$ cat src/b64se_pkg.sv
// b64se_pkg: item types, queue entry type and the sextet alphabet lookup
// for the base64 stream encoder. No dependencies.
package b64se_pkg;

  typedef struct packed {
    logic [7:0] data_byte;
    logic       final_byte;
  } byte_item_t;

  typedef struct packed {
    logic [6:0] out_char;
    logic       end_of_text;
  } char_item_t;

  // one classified byte: one or two sextets, end flag on the last of them
  typedef struct packed {
    logic [5:0] sextet0;
    logic [5:0] sextet1;
    logic       two;
    logic       last;
  } sextet_entry_t;

  typedef struct packed {
    logic full;
    logic empty;
  } queue_status_t;

  localparam logic [6:0] ChUpperA = 7'h41;
  localparam logic [6:0] ChLowerA = 7'h61;
  localparam logic [6:0] ChDigit0 = 7'h30;
  localparam logic [6:0] ChPlus   = 7'h2b;
  localparam logic [6:0] ChSlash  = 7'h2f;

  function automatic logic [6:0] sextet_to_ascii(input logic [5:0] s);
    logic [6:0] v;
    begin
      v = {1'b0, s};
      if (s < 6'd26) begin
        sextet_to_ascii = ChUpperA + v;
      end else if (s < 6'd52) begin
        sextet_to_ascii = ChLowerA + v - 7'd26;
      end else if (s < 6'd62) begin
        sextet_to_ascii = ChDigit0 + v - 7'd52;
      end else if (s == 6'd62) begin
        sextet_to_ascii = ChPlus;
      end else begin
        sextet_to_ascii = ChSlash;
      end
    end
  endfunction

endpackage

$ cat src/base64_stream_encoder.sv
// base64_stream_encoder: top level tying front, queue and back together.
// Uses b64se_pkg, b64se_front, b64se_queue, b64se_back.
//
// Usage:
//   byte channel: byte_valid/byte_ready, byte_item carries data_byte and
//   final_byte (set on the last byte of a message, at least one byte each).
//   char channel: char_valid/char_ready, char_item carries out_char (ASCII)
//   and end_of_text on the last character of the message. No '=' padding.
//   Each byte yields one character; the third byte of a group and any final
//   byte yield two.
//   Each byte's entry passes through the queue into the output register.
//   Throughput: the output register sends one character per cycle while
//   char_ready is held high; a two-character byte is sent from a single
//   queue entry.
//   A QUEUE_DEPTH-entry queue parts the byte side from the character side;
//   byte_ready drops only when it is full.
//   Reset clears the group phase, leftover bits, queue and output register.
//   A stalled receiver holds the current character; bytes keep being taken
//   until the queue fills.
module base64_stream_encoder
  import b64se_pkg::*;
#(
  parameter int QUEUE_DEPTH = 2
)
(
  input  logic       clk,
  input  logic       rst,
  input  logic       byte_valid,
  output logic       byte_ready,
  input  byte_item_t byte_item,
  output logic       char_valid,
  input  logic       char_ready,
  output char_item_t char_item
);

  sextet_entry_t new_entry, head_entry;
  queue_status_t q_status;
  logic          push, pop;

  assign byte_ready = !q_status.full;
  assign push       = byte_valid && byte_ready;

  b64se_front u_front (
    .clk   (clk),
    .rst   (rst),
    .take  (push),
    .item  (byte_item),
    .entry (new_entry)
  );

  b64se_queue #(.DEPTH(QUEUE_DEPTH)) u_queue (
    .clk      (clk),
    .rst      (rst),
    .push     (push),
    .wr_entry (new_entry),
    .pop      (pop),
    .rd_entry (head_entry),
    .status   (q_status)
  );

  b64se_back u_back (
    .clk        (clk),
    .rst        (rst),
    .head       (head_entry),
    .status     (q_status),
    .pop        (pop),
    .char_valid (char_valid),
    .char_ready (char_ready),
    .char_item  (char_item)
  );

  a_status_sane: assert property (@(posedge clk) disable iff (rst)
    !(q_status.full && q_status.empty))
    else $error("queue both full and empty");

  a_no_pop_empty: assert property (@(posedge clk) disable iff (rst)
    pop |-> !q_status.empty)
    else $error("pop from empty queue");

  a_pop_fills_output: assert property (@(posedge clk) disable iff (rst)
    pop |=> char_valid)
    else $error("entry popped without a character shown");

  a_empty_after_reset: assert property (@(posedge clk)
    rst |=> (q_status.empty && !char_valid))
    else $error("queue or output not clear after reset");

endmodule

$ cat src/b64se_front.sv
// b64se_front: takes bytes, tracks group phase and leftover bits, and
// turns each byte into a sextet entry for the queue. Uses b64se_pkg.
module b64se_front
  import b64se_pkg::*;
(
  input  logic          clk,
  input  logic          rst,
  input  logic          take,
  input  byte_item_t    item,
  output sextet_entry_t entry
);

  logic [1:0] phase, phase_next;
  logic [3:0] leftover, leftover_next;

  always_comb begin
    entry.last = item.final_byte;
    unique case (phase)
      2'd1: begin
        entry.sextet0 = {leftover[1:0], item.data_byte[7:4]};
        entry.sextet1 = {item.data_byte[3:0], 2'b00};
        entry.two     = item.final_byte;
        leftover_next = item.data_byte[3:0];
        phase_next    = 2'd2;
      end
      2'd2: begin
        entry.sextet0 = {leftover, item.data_byte[7:6]};
        entry.sextet1 = item.data_byte[5:0];
        entry.two     = 1'b1;
        leftover_next = 4'd0;
        phase_next    = 2'd0;
      end
      default: begin
        entry.sextet0 = item.data_byte[7:2];
        entry.sextet1 = {item.data_byte[1:0], 4'b0000};
        entry.two     = item.final_byte;
        leftover_next = {2'b00, item.data_byte[1:0]};
        phase_next    = 2'd1;
      end
    endcase
    if (item.final_byte) begin
      leftover_next = 4'd0;
      phase_next    = 2'd0;
    end
  end

  always_ff @(posedge clk) begin
    if (rst) begin
      phase    <= 2'd0;
      leftover <= 4'd0;
    end else if (take) begin
      phase    <= phase_next;
      leftover <= leftover_next;
    end
  end

endmodule

$ cat src/b64se_queue.sv
// b64se_queue: small FIFO of sextet entries between front and back.
// Uses b64se_pkg.
module b64se_queue
  import b64se_pkg::*;
#(
  parameter int DEPTH = 2
)
(
  input  logic          clk,
  input  logic          rst,
  input  logic          push,
  input  sextet_entry_t wr_entry,
  input  logic          pop,
  output sextet_entry_t rd_entry,
  output queue_status_t status
);

  localparam int PtrW = (DEPTH > 1) ? $clog2(DEPTH) : 1;
  localparam int CntW = $clog2(DEPTH + 1);
  localparam logic [PtrW-1:0] LastPtr = PtrW'(DEPTH - 1);
  localparam logic [CntW-1:0] Full    = CntW'(DEPTH);

  sextet_entry_t slots [DEPTH];
  logic [PtrW-1:0] wr_ptr, rd_ptr;
  logic [CntW-1:0] count;

  assign rd_entry     = slots[rd_ptr];
  assign status.full  = (count == Full);
  assign status.empty = (count == '0);

  always_ff @(posedge clk) begin
    if (push) begin
      slots[wr_ptr] <= wr_entry;
    end
  end

  always_ff @(posedge clk) begin
    if (rst) begin
      wr_ptr <= '0;
      rd_ptr <= '0;
      count  <= '0;
    end else begin
      if (push) begin
        wr_ptr <= (wr_ptr == LastPtr) ? '0 : wr_ptr + 1'b1;
      end
      if (pop) begin
        rd_ptr <= (rd_ptr == LastPtr) ? '0 : rd_ptr + 1'b1;
      end
      if (push && !pop) begin
        count <= count + 1'b1;
      end else if (pop && !push) begin
        count <= count - 1'b1;
      end
    end
  end

endmodule

$ cat src/b64se_back.sv
// b64se_back: drains sextet entries into the output register, one character
// a cycle unless the receiver stalls, mapping sextets to ASCII. Uses b64se_pkg.
module b64se_back
  import b64se_pkg::*;
(
  input  logic          clk,
  input  logic          rst,
  input  sextet_entry_t head,
  input  queue_status_t status,
  output logic          pop,
  output logic          char_valid,
  input  logic          char_ready,
  output char_item_t    char_item
);

  logic second;
  logic load;
  logic end_of_entry;

  assign load         = !status.empty && (!char_valid || char_ready);
  assign end_of_entry = second || !head.two;
  assign pop          = load && end_of_entry;

  always_ff @(posedge clk) begin
    if (rst) begin
      second     <= 1'b0;
      char_valid <= 1'b0;
    end else begin
      if (load) begin
        char_valid <= 1'b1;
        second     <= !end_of_entry;
      end else if (char_ready) begin
        char_valid <= 1'b0;
      end
    end
  end

  always_ff @(posedge clk) begin
    if (load) begin
      char_item.out_char    <= sextet_to_ascii(second ? head.sextet1 : head.sextet0);
      char_item.end_of_text <= end_of_entry && head.last;
    end
  end

endmodule

$ cat config.mk
export PLATFORM = sky130hd
export DESIGN_NAME = base64_stream_encoder
export DESIGN_NICKNAME = d
export VERILOG_FILES = /design/src/b64se_pkg.sv /design/src/base64_stream_encoder.sv /design/src/b64se_front.sv /design/src/b64se_queue.sv /design/src/b64se_back.sv
export SDC_FILE = /design/constraint.sdc
export NUM_CORES = 1
export LEC_CHECK = 0
export BUFFER_PORTS_ARGS = -buffer_cell sky130_fd_sc_hd__buf_2
export CORE_MARGIN = 8
export CORE_UTILIZATION = 50
export DETAILED_ROUTE_END_ITERATION = 10
export GPL_TIMING_DRIVEN = 0
export PLACE_DENSITY_LB_ADDON = 0.05
export RECOVER_POWER = 100
export SYNTH_ARGS = -nofsm -noshare
export SYNTH_HDL_FRONTEND = slang
export SYNTH_HIERARCHICAL = 1
export SYNTH_SLANG_ARGS = --single-unit
$ cat constraint.sdc
create_clock -name clk -period 7.4 [get_ports clk]
set_input_delay 0.74 -clock clk [delete_from_list [all_inputs] [get_ports clk]]
set_output_delay 0.74 -clock clk [all_outputs]
set_load 0.005 [all_outputs]
Word level (Yosys, flattened, before mapping)

Memory sizes are Yosys's and may differ from the RTL's. A register that Yosys moved wholly into a read port is not among the register bits.
Index checks and enable logic that the tools add are counted.

Register bits after elaboration: 20
Latch bits: 0
Memory bits (writable): 28
Memory bits (read-only): 0
Input port bits: 13
Output and inout port bits: 10
Word-level logic and storage cells: 64
Memories: 1

Memories:

| name          | depth | width | rd ports | clocked after Yosys merged registers in | wr ports | RTL line          | source |
|---|---|---|---|---|---|---|---|
| u_queue.slots | 2     | 14    | 1        | 1                                       | 1        | b64se_queue.sv:23 | `sextet_entry_t slots [DEPTH];` |

Add/sub/neg operators: 9
Multiply operators: 0
Div/mod/pow operators: 0
Order comparisons: 3
Equality and inequality tests: 4
Shifts and indexed selects: 0
Muxes and demuxes: 20
Bitwise gates (word level): 0
Reduce and logical (&&, ||, !) cells: 18

Operators with widths:

| cell                                                | number |
|---|---|
| one-hot mux 13 bit (2 select lines)                 | 1 |
| 2-to-1 mux 7 bit                                    | 3 |
| adder 7 x 6 -> 7 bit, first input constant          | 2 |
| < comparator 6 bit, second input constant           | 2 |
| 2-to-1 mux 1 bit                                    | 8 |
| one-hot mux 4 bit (2 select lines)                  | 1 |
| adder 6 x 6 -> 7 bit, first input constant          | 1 |
| zero test 1 bit                                     | 7 |
| subtractor 7 x 5 -> 7 bit, second input constant    | 1 |
| subtractor 7 x 6 -> 7 bit, second input constant    | 1 |
| equality test 6 bit, second input constant          | 1 |
| logical AND 1 bit                                   | 6 |
| < comparator 6 x 5 -> 1 bit, second input constant  | 1 |
| 2-to-1 mux 2 bit                                    | 3 |
| 2-to-1 mux 6 bit                                    | 1 |
| equality test 2 bit, second input constant          | 2 |
| 2-to-1 mux 4 bit                                    | 1 |
| one-hot mux 2 bit (2 select lines)                  | 1 |
| nonzero test 2 bit                                  | 2 |
| 2-to-1 mux 3 bit                                    | 1 |
| adder 1 bit, second input constant                  | 2 |
| adder 2 x 1 -> 2 bit, second input constant         | 1 |
| equality test 2 x 1 -> 1 bit, second input constant | 1 |
| zero test 2 bit                                     | 1 |
| 2 further kinds                                     | 3 |

Depth between registers and ports, before layout

Gate-level depths: netlist (run 1).

Depth in word-level cells: 7
Gate-level depth with buffers: 10
Depth with buffers taken out: 9

Modules after synthesis

The synthesis (run 1) kept the hierarchy.

Modules (own cells, without submodules):

| module                | instances | cells each | area each (µm²) | seq. area each (µm²) |
|---|---|---|---|---|
| b64se_queue           | 1         | 65         | 1213.7          | 940.9 |
| b64se_back            | 1         | 88         | 834.6           | 280.3 |
| b64se_front           | 1         | 60         | 479.2           | 120.1 |
| base64_stream_encoder | 1         | 2          | 10.0            | 0.0 |

Worst setup path after synthesis (run 1)

OpenSTA, ideal clock, no wires.

Kind: flip-flop to flip-flop
Start: register (tool-made name)
End: register, netlist name u_back/char_item[3]
Setup time: 0.167 ns
Arrival: 2.404 ns
Required time: 7.233 ns
Slack: 4.829 ns
Cell stages (with the launch flop): 11
Path through: dfxtp_1 > buf_4 > mux2_2 > nor2b_1 > a21oi_2 > ha_1 > nand4bb_1 > nand2_1 > a311oi_2 > mux2i_1 > a211oi_1

==> results of run 1 <==
==> through the flow <==
step | std cells | cell area (um^2) | util
floorplan | 215 | 2537 | -
global placement | 307 | 2735 | 0.5460
detailed placement | 307 | 2735 | 0.5460
CTS | 315 | 2846 | 0.5682
global route | 315 | 2804 | 0.5597
finish | 315 | 2804 | 0.5597
==> layer usage <==
layer | vias to the layer above | GRT usage
met3 | 6 | 0.03585
met2 | 34 | 0.2486
met1 | 862 | 0.1634
met5 | - | 0
met4 | 0 | 0.04531
li1 | 857 | -
==> registers in the layout, summed over array words and instances (netlist names), named ones only <==
| register | count |
|---|---|
| u_queue/slots | 28 |
| u_queue/count | 2 |
| u_front/phase | 2 |
| u_queue/wr_ptr | 1 |
| u_front/leftover | 4 |
| u_back/char_item | 8 |
| u_queue/rd_ptr | 1 |
| u_back/char_valid | 1 |
| u_back/second | 1 |
==> worst max-delay path, cell delays in order, from the launching register on <==
cell	delay, ns
dfxtp_1	0.45
clkbuf_1	0.46
mux2_2	0.41
nor2b_1	0.15
a21oi_1	0.42
ha_1	0.29
nand4bb_1	0.18
nand2_1	0.20
a311oi_1	0.47
mux2i_1	0.16
a211oi_1	0.27
==> kinds of logic after synthesis <==
kind of cell               synth area share
muxes                                0.1011
adders and majority gates           0.03945
AOI/OAI and AO/OA                    0.1484
buffers and inverters               0.03649
DFF                                  0.5286
xor gates and xnor gates            0.01381
and+or+nand+nor                      0.1322
==> cells in the mapped netlist, types with 5 or more instances <==
cell / instances / share of area
nor2b_1: 10 / 0.025
o21ai_1: 8 / 0.016
nor2_1: 15 / 0.022
mux2_2: 16 / 0.071
edfxtp_1: 36 / 0.43
a22oi_1: 11 / 0.033
dfxtp_1: 13 / 0.10
ha_1: 8 / 0.039
a21oi_1: 12 / 0.024
inv_1: 7 / 0.010
nand2_1: 16 / 0.024
o21ai_0: 5 / 0.0099
==> power groups by stage <==
stage               Clock [mW]  Sequential (mW)  Combinational (mW)
finish                   0.188            0.409               0.491
global route             0.205            0.416               0.551
CTS                      0.194            0.409               0.506
detailed placement           0            0.415               0.502
global placement             0            0.413               0.490
floorplan                    0            0.414               0.378
==> final cells by class <==
class	count	area [um^2]
tap	70	87.58
multi-input combinational	149	1081
sequential	49	1341
clock inverter	2	38.79
buffer	8	43.79
inverter	9	36.28
timing repair buffer	22	102.6
clock buffer	6	72.57
fill	465	2206
==> path summary, 6_finish.rpt <==
kind / start / cells after the start / endpoint
worst min-delay path: u_front/leftover[2] / 1 / u_front/leftover[2]
worst max register to register: flop / 10 / u_back/char_item[3]
worst min register to register: u_front/leftover[2] / 1 / u_front/leftover[2]
worst max-delay path: flop / 10 / u_back/char_item[3]
==> placed cells by master, fill, tap and decap left out, drive strengths merged, types with 2 or more instances in the layout <==
cell | synthesis | routed
inv | 9 | 9
ha | 8 | 8
a22oi | 12 | 12
dfxtp | 13 | 13
nor2 | 15 | 15
nand3b | 2 | 2
a32o | 5 | 5
mux2i | 6 | 6
a211oi | 2 | 2
a32oi | 2 | 2
clkbuf | 0 | 17
nand2 | 16 | 16
a2bb2oi | 2 | 2
a21oi | 13 | 13
mux2 | 16 | 16
nor3 | 3 | 3
nor2b | 10 | 10
buf | 8 | 19
o21ai | 13 | 13
and2 | 3 | 3
nand2b | 4 | 4
or2 | 2 | 2
xnor2 | 2 | 2
xor2 | 2 | 2
edfxtp | 36 | 36
==> impl_metrics.sql, run 1 <==
INSERT INTO impl_metrics (metric_group, metric, value, unit) VALUES
('run_status', 'run_status', 'finished, final reports clean', ''),
('cells_and_area', 'final_layout_size_suffix_gt1_frac', '0.2286', ''),
('sta', 'finalClockSkew', '0.007405', 'ns'),
('clock_tree', 'clock_latency', '0.30', 'ns'),
('global_route', 'grt_remaining_overflow', '0', ''),
('cells_and_area', 'finalNetCount', '265', ''),
('clock_tree', 'post_cts_buffers', '0', ''),
('logic_synthesis', 'post_synthesis_instance_total', '215', ''),
('pwr', 'power_switching', '0.3998', 'mW'),
('drt', 'wl_met1', '2165', 'um'),
('sta', 'max_slew.worst_pin.slew', '1.278', 'ns'),
('worst_setup_path', 'timing.critical_path.from_type', 'flop', ''),
('clock_tree', 'clk_pin_slew', '0.09', 'ns'),
('clock_tree', 'cts_root_buffer', 'clkbuf_8', ''),
('job', 'maxCapViolCount', '0', ''),
('pwr', 'intPower', '0.6881', 'mW'),
('pwr', 'leakage', '1.022', 'nW'),
('place', 'dp_hpwl', '3703', 'um'),
('pwr', 'power_per_cell_area', '388.0', 'nW/um^2'),
('worst_hold_path', 'hold_path.class', 'flop to flop', ''),
('sta', 'fin_crit_sh', '0.4910', ''),
('sta', 'maxSlewHeadroom', '0.1463', ''),
('logic_synthesis', 'post_synth.cell_area_avg', '11.80', 'um^2'),
('clock_tree', 'number_of_h_tree_branching_levels', '2', ''),
('pwr', 'p_seq_frac', '0.376', ''),
('global_route', 'via_count_of_the_first_global_routing_pass', '1805', ''),
('global_route', 'grt_start_max_net_pins', '16', ''),
('logic_synthesis', 'synth.net_count', '236', ''),
('global_route', 'grt_pass1_wl', '8424', 'um'),
('drt', 'detail_route.drc_violations', '0', ''),
('logic_synthesis', 'synth_enable_flop_cells', '36', ''),
('clock_tree', 'postCtsResizedCells', '0', ''),
('cells_and_area', 'syn2layout_area_growth', '10.50', '%'),
('worst_setup_path', 'setup.worst_path.end_class', 'flop', ''),
('drt', 'detailroute.wirelength.met3', '169', 'um'),
('drt', 'routed-wl-met2', '2611', 'um'),
('drt', 'vias_per_cell', '5.584', ''),
('sta', 'period_minus_slack', '3.633', 'ns'),
('global_route', 'antenna_found_initial', '0', ''),
('cells_and_area', 'insertedDiodeCount', '0', ''),
('clock_tree', 'clockBufferDepth', '2', ''),
('sta', 'setup_viol', '0', ''),
('drt', 'drt_first_pass_iters', '4', ''),
('drt', 'wire_per_inst', '15.85', 'um'),
('clock_tree', 'cts_tree', 'built', ''),
('floorplan', 'die_h', '87.24', 'um'),
('sta', 'unrepaired_setup_endpoints_after_global_routing', 'no', ''),
('clock_tree', 'number_of_buffers_created_by_cts', '5', ''),
('sta', 'post-route-worst-setup-slack', '3.767', 'ns'),
('floorplan', 'floorplan.core_area', '5010', 'um^2'),
('place', 'setup_ws_pre_cts', '4.342', 'ns'),
('worst_setup_path', 'timing.critical_path.arrival', '3.76', 'ns'),
('drt', 'vias', '1759', ''),
('worst_setup_path', 'timing.critical_path.fanout_max', '10', ''),
('logic_synthesis', 'synth.yosys.warnings', '6', ''),
('floorplan', 'number_of_placed_i_o_pins', '23', ''),
('logic_synthesis', 'async_flop_share', '0', ''),
('logic_synthesis', 'synth_seq_area_share', '0.5286', ''),
('sta', 'finalMaxSlewViolations', '0', ''),
('drt', 'postRouteWirelength', '4993', 'um'),
('logic_synthesis', 'flop_and_latch_count_out_of_synthesis', '49', ''),
('sta', 'hold_viol_final', '0', ''),
('sta', 'timing.fmax', '275.2', 'MHz'),
('place', 'gpl.final_weighted_congestion', '0.7976', ''),
('worst_setup_path', 'required', '7.53', 'ns'),
('pwr', 'max-vdd-ir-drop', '0.1837', 'mV'),
('worst_setup_path', 'r2r_slack', '3.77', 'ns'),
('floorplan', 'floorplan.rows', '26', ''),
('worst_setup_path', 'critical_path_class', 'flop to flop', ''),
('floorplan', 'die_area', '7611', 'um^2'),
('place', 'portBuffers', '22', '');
Note: power is estimated with default switching activity, not from simulation.
==> run 2: changes to the inputs <==
==> constraint.sdc (replaced) <==
create_clock -name clk -period 3.76 [get_ports clk]
set_input_delay 0.376 -clock clk [delete_from_list [all_inputs] [get_ports clk]]
set_output_delay 0.376 -clock clk [all_outputs]
set_load 0.005 [all_outputs]
==> impl_metrics.sql, run 2 (synthesis results as in run 1) <==
INSERT INTO impl_metrics (metric_group, metric, value, unit) VALUES
('run_status', 'run_status', 'finished, final reports clean', ''),
('worst_setup_path', 'required', '3.89', 'ns'),
('global_route', 'antenna_found_initial', '0', ''),
('sta', 'timing.fmax', '322.5', 'MHz'),
('floorplan', 'floorplan.rows', '26', ''),
('clock_tree', 'number_of_h_tree_branching_levels', '2', ''),
('sta', 'fin_setup_tns', '0', 'ns'),
('cells_and_area', 'top_registers', 'u_queue/slots (28), u_back/char_item (8), u_front/leftover (4)', ''),
('cells_and_area', 'syn2layout_area_growth', '11.05', '%'),
('clock_tree', 'clk_pin_slew', '0.09', 'ns'),
('sta', 'fin_crit_sh', '0.8248', ''),
('drt', 'postRouteWirelength', '4976', 'um'),
('cells_and_area', 'number_of_flip_flops_under_the_largest_register_name', '28', ''),
('place', 'dp_hpwl', '3703', 'um'),
('cells_and_area', 'layout_common_cells', 'edfxtp_1, buf_2, mux2_2, nand2_1, nor2_1', ''),
('clock_tree', 'cts_root_buffer', 'clkbuf_8', ''),
('global_route', 'via_count_of_the_first_global_routing_pass', '1805', ''),
('worst_setup_path', 'logic_depth_of_the_worst_register_to_register_path', '10', ''),
('sta', 'post-route-worst-setup-slack', '0.6589', 'ns'),
('job', 'maxCapViolCount', '0', ''),
('pwr', 'max-vdd-ir-drop', '0.3633', 'mV'),
('sta', 'setup_viol', '0', ''),
('global_route', 'grt_remaining_overflow', '0', ''),
('drt', 'wire_per_inst', '15.80', 'um'),
('drt', 'vias_per_cell', '5.568', ''),
('pwr', 'power_per_cell_area', '765.4', 'nW/um^2'),
('clock_tree', 'cts.hold.buffers_added', '0', ''),
('cells_and_area', 'layout_commonest_cell', 'edfxtp_1', ''),
('clock_tree', 'postCtsResizedCells', '0', ''),
('place', 'setup_ws_pre_cts', '0.7022', 'ns'),
('floorplan', 'die_h', '87.24', 'um'),
('worst_setup_path', 'critical_path.reg2reg.endpoint', 'u_back/char_item[3]', ''),
('clock_tree', 'post_cts_buffers', '0', ''),
('sta', 'unrepaired_setup_endpoints_after_global_routing', 'no', ''),
('cells_and_area', 'finalNetCount', '265', ''),
('drt', 'drt_first_pass_iters', '4', ''),
('pwr', 'report.power.total', '2.157', 'mW'),
('floorplan', 'floorplan.core_area', '5010', 'um^2'),
('clock_tree', 'clock_latency', '0.30', 'ns'),
('sta', 'period_minus_slack', '3.101', 'ns'),
('cells_and_area', 'top_register', 'u_queue/slots', ''),
('clock_tree', 'cts.sink_count', '49', ''),
('worst_hold_path', 'timing.hold.worst_endpoint', 'u_back/char_valid', ''),
('drt', 'detail_route.drc_violations', '0', ''),
('sta', 'maxSlewHeadroom', '0.1576', ''),
('worst_setup_path', 'timing.critical_path.fanout_max', '10', ''),
('sta', 'hold_viol_final', '0', ''),
('worst_setup_path', 'setup.worst_path.end_class', 'flop', ''),
('sta', 'max_slew.worst_pin.slew', '1.261', 'ns'),
('worst_setup_path', 'timing.critical_path.from_type', 'flop', ''),
('worst_setup_path', 'critical_path_class', 'flop to flop', ''),
('cells_and_area', 'final_layout_size_suffix_gt1_frac', '0.2408', ''),
('worst_hold_path', 'worstHoldPathCells', '3', ''),
('drt', 'detail_route.iter0.violations', '108', ''),
('floorplan', 'die_area', '7611', 'um^2'),
('sta', 'final.hold.worst_slack', '0.3516', 'ns'),
('floorplan', 'number_of_placed_i_o_pins', '23', ''),
('cells_and_area', 'fillers', '460', ''),
('sta', 'finalClockSkew', '0.009855', 'ns'),
('cells_and_area', 'insertedDiodeCount', '0', ''),
('worst_setup_path', 'timing.critical_path.arrival', '3.23', 'ns'),
('worst_hold_path', 'hold_path.class', 'input pin to flop', ''),
('global_route', 'groute.usage.overall', '0.1418', ''),
('floorplan', 'initial_utilization', '0.5065', ''),
('clock_tree', 'number_of_buffers_created_by_cts', '5', ''),
('floorplan', 'die_w', '87.24', 'um'),
('global_route', 'grt_pass1_wl', '8424', 'um'),
('worst_hold_path', 'min-delay-start', 'char_ready', ''),
('worst_setup_path', 'r2r_slack', '0.66', 'ns'),
('pwr', 'leakage', '1.028', 'nW'),
('drt', 'antenna_violating_nets_post_route', '0', ''),
('global_route', 'grt_start_max_net_pins', '16', ''),
('clock_tree', 'cts_tree', 'built', ''),
('place', 'portBuffers', '22', ''),
('clock_tree', 'clockBufferDepth', '2', ''),
('place', 'gpl.final_weighted_congestion', '0.7976', ''),
('sta', 'finalMaxSlewViolations', '0', ''),
('drt', 'vias', '1754', '');
## run 2: area by class of cell
| cell class | instances | area (um^2) | share of cell area |
|---|---|---|---|
| Clock inverter | 2 | 38.79 | 0.01377 |
| Clock buffer | 6 | 72.57 | 0.02575 |
| Tap cell | 70 | 87.58 | 0.03108 |
| Timing Repair Buffer | 22 | 102.6 | 0.03641 |
| Sequential cell | 49 | 1341 | 0.4760 |
| Buffer | 8 | 47.55 | 0.01687 |
| Multi-Input combinational cell | 149 | 1091 | 0.3872 |
| Inverter | 9 | 36.28 | 0.01288 |
## run 2: worst max path at each step
stage                     startpoint                   to  slack, ns
after floorplan                 flop  u_back/char_item[3]       1.19
after global placement          flop  u_back/char_item[3]       0.68
after detailed placement        flop  u_back/char_item[3]       0.70
after CTS                       flop  u_back/char_item[3]       0.67
after global routing            flop  u_back/char_item[4]       0.39
final                           flop  u_back/char_item[3]       0.66
## run 2: where the power goes
part / internal, mW / total, mW / switching (mW)
Sequential: 0.759 / 0.804 / 0.0456
Clock: 0.200 / 0.372 / 0.172
Combinational: 0.405 / 0.980 / 0.576
## run 2: through the flow
step | utilization | area, um^2 | cells
2_1_floorplan | - | 2537 | 215
3_3_place_gp | 0.5460 | 2735 | 307
3_5_place_dp | 0.5460 | 2735 | 307
4_1_cts | 0.5682 | 2846 | 315
5_1_grt | 0.5624 | 2818 | 315
6_report | 0.5624 | 2818 | 315
## run 2: worst max-delay path, cell delays in order, from the launching register on
cell	delay, ns
dfxtp_1	0.45
buf_4	0.23
mux2_2	0.36
nor2b_1	0.15
a21oi_2	0.29
ha_1	0.26
nand4bb_1	0.19
nand2_1	0.21
a311oi_2	0.39
mux2i_1	0.14
a211oi_1	0.26
## run 2: per-layer routing
layer	vias to the layer above	part of all wire	GRT usage
met5	-	0	0
met4	0	0.0092	0.04531
met3	6	0.034	0.03585
met2	31	0.52	0.2486
met1	859	0.43	0.1634
li1	858	-	-
